**src/rtl/mrc_pkg.sv**
```systemverilog
// mrc_pkg: shared constants, codes and types of the modbus rtu response checker
// used by mrc_crc_serial and modbus_rtu_response_checker; no dependencies
package mrc_pkg;

  // default frame capacity in bytes
  localparam int unsigned FRAME_BYTES_DEF = 64;

  // crc-16, reflected form
  localparam logic [15:0] CRC_SEED = 16'hFFFF;
  localparam logic [15:0] CRC_POLY = 16'hA001;

  // smallest frame: address, function, one byte, two crc bytes
  localparam int unsigned MIN_FRAME = 5;

  // function codes
  localparam logic [7:0] FC_READ_COILS     = 8'h01;
  localparam logic [7:0] FC_READ_DISCRETE  = 8'h02;
  localparam logic [7:0] FC_READ_HOLDING   = 8'h03;
  localparam logic [7:0] FC_READ_INPUT     = 8'h04;
  localparam logic [7:0] FC_WRITE_COIL     = 8'h05;
  localparam logic [7:0] FC_WRITE_REG      = 8'h06;
  localparam logic [7:0] FC_WRITE_COILS    = 8'h0F;
  localparam logic [7:0] FC_WRITE_REGS     = 8'h10;

  // configuration register indexes
  localparam int unsigned CFG_IDX_W = 4;
  localparam logic [CFG_IDX_W-1:0] CFG_FUNCTION_CODE = 4'd0;
  localparam logic [CFG_IDX_W-1:0] CFG_REQ_QUANTITY  = 4'd1;

  // reset values of the configuration registers
  localparam logic [7:0]  FC_RESET = FC_READ_HOLDING;
  localparam logic [15:0] RQ_RESET = 16'h0000;

  // result kinds
  localparam logic [1:0] KIND_WORD   = 2'd0;
  localparam logic [1:0] KIND_COIL   = 2'd1;
  localparam logic [1:0] KIND_STATUS = 2'd2;

  // status codes
  localparam logic [1:0] ST_OK        = 2'd0;
  localparam logic [1:0] ST_TOO_SHORT = 2'd1;
  localparam logic [1:0] ST_CRC_ERR   = 2'd2;

  // control toward the serial crc unit
  typedef struct packed {
    logic       start;
    logic       clear;
    logic [7:0] data;
  } crc_ctrl_t;

  // status back from the serial crc unit
  typedef struct packed {
    logic        busy;
    logic [15:0] crc;
  } crc_stat_t;

endpackage

```
**src/rtl/mrc_crc_serial.sv**
```systemverilog
// mrc_crc_serial: bit-serial crc-16 accumulator, one shift step per cycle
// depends on mrc_pkg for the seed, polynomial and control/status types
module mrc_crc_serial (
  input  logic              clk_i,
  input  logic              rst_ni,
  input  mrc_pkg::crc_ctrl_t ctrl_i,
  output mrc_pkg::crc_stat_t stat_o
);

  logic [15:0] crc_q, crc_d;
  logic [2:0]  bit_q, bit_d;
  logic        busy_q, busy_d;

  // fold in a byte, then shift it through eight steps
  always_comb begin
    crc_d  = crc_q;
    bit_d  = bit_q;
    busy_d = busy_q;
    if (ctrl_i.clear) begin
      crc_d  = mrc_pkg::CRC_SEED;
      busy_d = 1'b0;
    end else if (ctrl_i.start) begin
      crc_d  = crc_q ^ {8'h00, ctrl_i.data};
      bit_d  = '0;
      busy_d = 1'b1;
    end else if (busy_q) begin
      if (crc_q[0]) begin
        crc_d = (crc_q >> 1) ^ mrc_pkg::CRC_POLY;
      end else begin
        crc_d = crc_q >> 1;
      end
      bit_d = bit_q + 3'd1;
      if (bit_q == 3'd7) begin
        busy_d = 1'b0;
      end
    end
  end

  always_ff @(posedge clk_i or negedge rst_ni) begin
    if (!rst_ni) begin
      crc_q  <= mrc_pkg::CRC_SEED;
      bit_q  <= '0;
      busy_q <= 1'b0;
    end else begin
      crc_q  <= crc_d;
      bit_q  <= bit_d;
      busy_q <= busy_d;
    end
  end

  assign stat_o.busy = busy_q;
  assign stat_o.crc  = crc_q;

endmodule

```
**config.mk**
```make
export PLATFORM = sky130hd
export DESIGN_NAME = mrc_crc_serial
export DESIGN_NICKNAME = d
export VERILOG_FILES = /design/src/rtl/mrc_pkg.sv /design/src/rtl/mrc_crc_serial.sv
export SDC_FILE = /design/constraint.sdc
export NUM_CORES = 1
export LEC_CHECK = 0
export ABC_CLOCK_PERIOD_IN_PS = 1500
export BUFFER_PORTS_ARGS = -buffer_cell sky130_fd_sc_hd__buf_2
export CAP_MARGIN = 30
export CORE_MARGIN = 4
export CORE_UTILIZATION = 45
export CTS_CLUSTER_DIAMETER = 40
export DETAILED_ROUTE_END_ITERATION = 8
export PLACE_DENSITY = 0.7
export SLEW_MARGIN = 15
export SYNTH_ARGS = -nofsm -noshare
export SYNTH_HDL_FRONTEND = slang
export SYNTH_SLANG_ARGS = --single-unit
```
**constraint.sdc**
```tcl
create_clock -name clk_i -period 1.5 [get_ports clk_i]
set_clock_uncertainty 0.05 [all_clocks]
set_input_delay 0.225 -clock clk_i [delete_from_list [all_inputs] [get_ports clk_i]]
set_output_delay 0.225 -clock clk_i [all_outputs]
set_load 0.05 [all_outputs]
```
# --- Word-level counts from Yosys, hierarchy flattened ---
# Cells that the tools add are included.
totals:
  ff_bits: 20
  latch_bits: 0
  ram_bits: 0
  mem_bits_ro: 0
  in_bits: 12
  out_inout_bits: 17
  elab_cells: 21
  mem_count: 0
classes:
  add_sub_neg: 1
  n_mul: 0
  div: 0
  order_cmp: 0
  eq_ne: 1
  n_shift: 0
  muxes: 10
  bitwise: 3
  reduce_logical: 3
ops:
  columns: ["cell", "count"]
  rows:
  - ["16-bit two-way mux", 4]
  - ["16-bit by 8-bit XOR with 16-bit output", 1]
  - ["3-bit two-way mux", 2]
  - ["1-bit two-way mux", 4]
  - ["3-bit by 1-bit adder with 3-bit output (second input constant)", 1]
  - ["3-bit == test (second input constant)", 1]
  - ["2-bit inverter with 3-bit output", 1]
  - ["3-bit nonzero test", 1]
  - ["2-bit AND reduction", 1]
  - ["2-bit nonzero test", 1]
  - ["1-bit inverter", 1]

# --- Logic depth before layout (Yosys ltp) ---
depth:
  depth_word: 5
  mapped_depth: 5
  ltp_nobuf: 5

# --- Least setup slack after synthesis ---
# Ideal clock, no wire load.
synth_timing:
  kind: "register to register"
  startpoint: "reg crc_q[1]"
  endpoint: "reg crc_q[1]"
  setup_time_ns: 0.084
  arrival_time_ns: 1.175
  required_ns: 1.366
  setup_slack_ns: 0.191
  path_stages_with_launch: 4
  n_path_buf: 0
  period_less_slack_ns: 1.309
  cell_sequence: "dfstp_2 > xnor2_1 > mux2i_1 > or2_2"
synth_between:
  elab_chain_cells: 3
synth_lines:
  columns: ["element", "line", "text"]
  rows:
  - ["start: declaration", "mrc_crc_serial.sv:10", "logic [15:0] crc_q, crc_d;"]
  - ["start signal: assignment", "mrc_crc_serial.sv:41", "crc_q <= mrc_pkg::CRC_SEED;"]
  - ["start signal: assignment", "mrc_crc_serial.sv:45", "crc_q <= crc_d;"]
  - ["16-bit by 8-bit XOR with 16-bit output", "mrc_crc_serial.sv:23", "crc_d = crc_q ^ {8'h00, ctrl_i.data};"]
  - ["16-bit two-way mux", "mrc_crc_serial.sv:22", "end else if (ctrl_i.start) begin"]
  - ["16-bit two-way mux", "mrc_crc_serial.sv:19", "if (ctrl_i.clear) begin"]
# No other way between the ends.
# A chain may end at the register's enable or synchronous reset.

# --- Worst setup path after layout ---
layout_timing:
  startpoint: "reg crc_q[0]"
  endpoint: "out stat_o[0] in the netlist's numbering"
layout_rtl:
  columns: ["element", "line", "text"]
  rows:
  - ["end: declaration", "mrc_crc_serial.sv:7", "output mrc_pkg::crc_stat_t stat_o"]
# No word-level cell between the ends.

==> results.md <==
- Slew of the pin with the lowest slew margin: 0.454 ns
- Share of cells above drive strength 1: 43.7%
- Reg area: 522 µm²
- Count of final max-slew check failures: 0
- Area occupied by multi-input gates: 512 µm²
- Sw Ratio: 30.9%
- Total number of vias: 806
- Avg Inst Size Synth: 10.6 µm²
- Psw: 0.000456 W
- PwrDens: 1120 nW/µm²
- Nets: 150
- Unrepaired setup endpoints after global routing: no
- Maximum buffer depth of the clock tree: 2
- Slew HR: 69.7%
- Fill cell total of the finished layout: 204
- Crit share post-route: 96.3%
- Vias/cell: 4.94
- Die area: 3290 µm²
- VDD IR max: 0.000620 V
- Worst-Skew Late Latency: 0.29 ns
- Worst setup SP type: register
- Sink Count: 20
- Critical path's top delay family: flip-flops
- Clock root buffer: clkbuf_4
- Die W: 57.4 µm
- Crit path cell chain: buf_2
- WP data required: 1.22 ns
- GR Overflow Total: 0
- Minimum clock period: 1.45 ns
- Core box area: 2250 µm²
- Initial antenna violation count: 0
- Post-synth ARST share: 100%
- Die height: 57.4 µm
- Combinational power share: 25.6%
- Seq/Total Area, Yosys: 47.5%
- FF+latch count, synth: 20
- Area Growth Syn to Fin: 20.8%
- Flop pwr share: 44.9%
- Leakage Power: 0.610 nW
- Number of diodes: 0
- Final setup violation count: 0
- R2R cell count: 4
- Drt pass-1 iters: 4
- Vias in the first global route: 815
- Post-synth EDFFs: 0
- Gr usage total: 13.8%
- Clock power frac: 29.5%
- Post-DP HPWL: 1570 µm
- Htree depth: 1
- CTS tree: yes
- Max incr delay on CP: 0.60 ns
- Endpoints failing hold: 0
- Internal Power: 0.00102 W
- Mapped Cells: 103
- I/O Buffers: 28
- Final GP Congestion: 0.716
- CP Buf/Inv Count: 1
- Post-Syn Nets: 117
- Non-filler cells, final: 163
- Hold path start: ctrl_i[0]
- Hold depth: 4
- Starting Density: 48.6%
- Setup tns final: 0 ns
- Total wire length: 2160 µm
- Detailed-route DRC error count: 0
- ANT nets after route: 0
- DRT iter0 DRCs: 22
- Number of I/O pins: 29
- R2r setup slk: 0.22 ns
- Slowest cell on the critical path: dfstp_2
- Synthesized cell area: 1100 µm²
- Top FF cell, synth: dfstp_2
- Register clock-pin slew on the reported worst setup and hold paths: 0.12 ns
- Largest net degree at the start of global routing: 21
- Total CTS buffers: 3
- Setup CP Type: register to output pin
- Row Count: 17
- RR Startpoint: bit_q[0]$_DFFE_PN0P_
- Max-cap violation count: 0
- CP Data Arrival Time: 1.17 ns
- Largest fanout on the critical path: 5
- Yosys warns: 0
- Fmax: 0.692 GHz
- Worst Hold Class: primary input to register
- Hold path endpoint: crc_q[0]$_DFFE_PN1P_
- Inst Count DP: 158
- Final Power: 0.00148 W
- Global-route wire length before repair: 3710 µm
- Critical register-to-register path endpoint: bit_q[2]$_DFFE_PN0P_
- Distinct cell type count after synthesis: 23
- Crit. End Element: output pin
- Status: complete, no violations
- WL/cell: 13.3 µm
-- cell usage after synthesis (3+ instances only) --
master    number  area [µm²]
nand2_1       19        71.3
dfstp_2       16         420
mux2i_1       16         160
xnor2_1        8        70.1
nand3b_1       7        52.6
or2_1          5        31.3
dfrtp_1        4         100
o21ai_1        4        20.0
buf_6          3        33.8
nor2_1         3        11.3
-- metrics by stage --
step	util, %	hold slack, ns	worst slack, ns	cell area [µm²]
floorplan	-	-0.121	0.191	1100
global placement	55.9	0.150	0.221	1260
detailed placement	55.9	0.148	0.137	1260
CTS	58.7	0.173	0.0389	1320
global route	58.7	0.186	0.00128	1320
finish	58.7	0.190	0.0550	1320
-- cells in the final DEF, fill, tap and decap left out --
cell | netlist | layout
dfstp_2 | 16 | 16
and2b_2 | 1 | 1
buf_2 | 0 | 28
or2_2 | 2 | 2
inv_1 | 1 | 1
clkbuf_4 | 0 | 3
a21oi_1 | 1 | 1
dlygate4sd3_1 | 0 | 1
nand2_1 | 19 | 19
nor2b_1 | 1 | 1
xnor2_1 | 8 | 8
dfrtp_2 | 0 | 1
a22oi_1 | 2 | 2
and2b_1 | 1 | 1
inv_2 | 1 | 1
buf_4 | 2 | 6
ha_1 | 2 | 2
a211o_1 | 1 | 1
mux2i_1 | 16 | 16
nand2b_1 | 1 | 1
nand3b_1 | 7 | 7
dfrtp_1 | 4 | 3
nor2_1 | 3 | 3
bufinv_16 | 0 | 1
o21ai_1 | 4 | 4
or2_1 | 5 | 5
-- cell families after synthesis --
kind of cell	after synthesis	synth area share, %
DFF	20	47.5
and+or+nand+nor	40	19.0
AOI/OAI and AO/OA	8	4.45
buffers and inverters	9	5.82
muxes	16	14.6
xor gates and xnor gates	8	6.39
adders and majority gates	2	2.28
-- sequential cells by signal, summed over array words and instances, names as in the netlist --
name and cells:
bit_q 3, busy_q 1, crc_q 16
-- how the worst max path moves through the flow --
stage                                     from                    to  slack [ns]  depth (start not counted)
final                     crc_q[0]$_DFFE_PN1P_             stat_o[0]        0.05                          1
after CTS                 crc_q[0]$_DFFE_PN1P_             stat_o[0]        0.04                          1
after floorplan           crc_q[1]$_DFFE_PN1P_  crc_q[1]$_DFFE_PN1P_        0.19                          3
after global routing      crc_q[7]$_DFFE_PN1P_             stat_o[7]       0.001                          1
after global placement        busy_q$_DFF_PN0_  crc_q[1]$_DFFE_PN1P_        0.22                          4
after detailed placement      busy_q$_DFF_PN0_  crc_q[1]$_DFFE_PN1P_        0.14                          4
-- layer usage --
metal	vias up	track usage (%)	part of all wire (%)	routed length [µm]
li1	401	-	-	-
met3	2	2.04	4.6	99
met4	0	1.99	0.23	5
met5	-	0	0	0
met1	378	20.1	46	1000
met2	25	22.3	49	1050
-- power groups by stage --
stage / combinational [W] / clock (W) / sequential [W]
final: 0.000379 / 0.000436 / 0.000663
after floorplan: 0.000169 / 0 / 0.000790
after global routing: 0.000413 / 0.000473 / 0.000673
after global placement: 0.000372 / 0 / 0.000670
after detailed placement: 0.000378 / 0 / 0.000673
after CTS: 0.000384 / 0.000448 / 0.000665
-- timing repair --
action                                  4_1_cts  5_1_grt
endpoints found under the hold margin         4        0
hold buffers                                  1        0
buffers inserted                              0        0
endpoints found under the setup margin        0        1
resized for setup                             0        1
-- final cells by class --
cell class / count / area share (%)
multi-input combinational: 74 / 38.7
inverter: 2 / 0.567
clock buffer: 3 / 1.70
sequential: 20 / 39.4
clock inverter: 1 / 2.27
timing repair buffer: 35 / 14.7
tap: 28 / 2.65
Note: power is estimated with default switching activity, not from simulation.
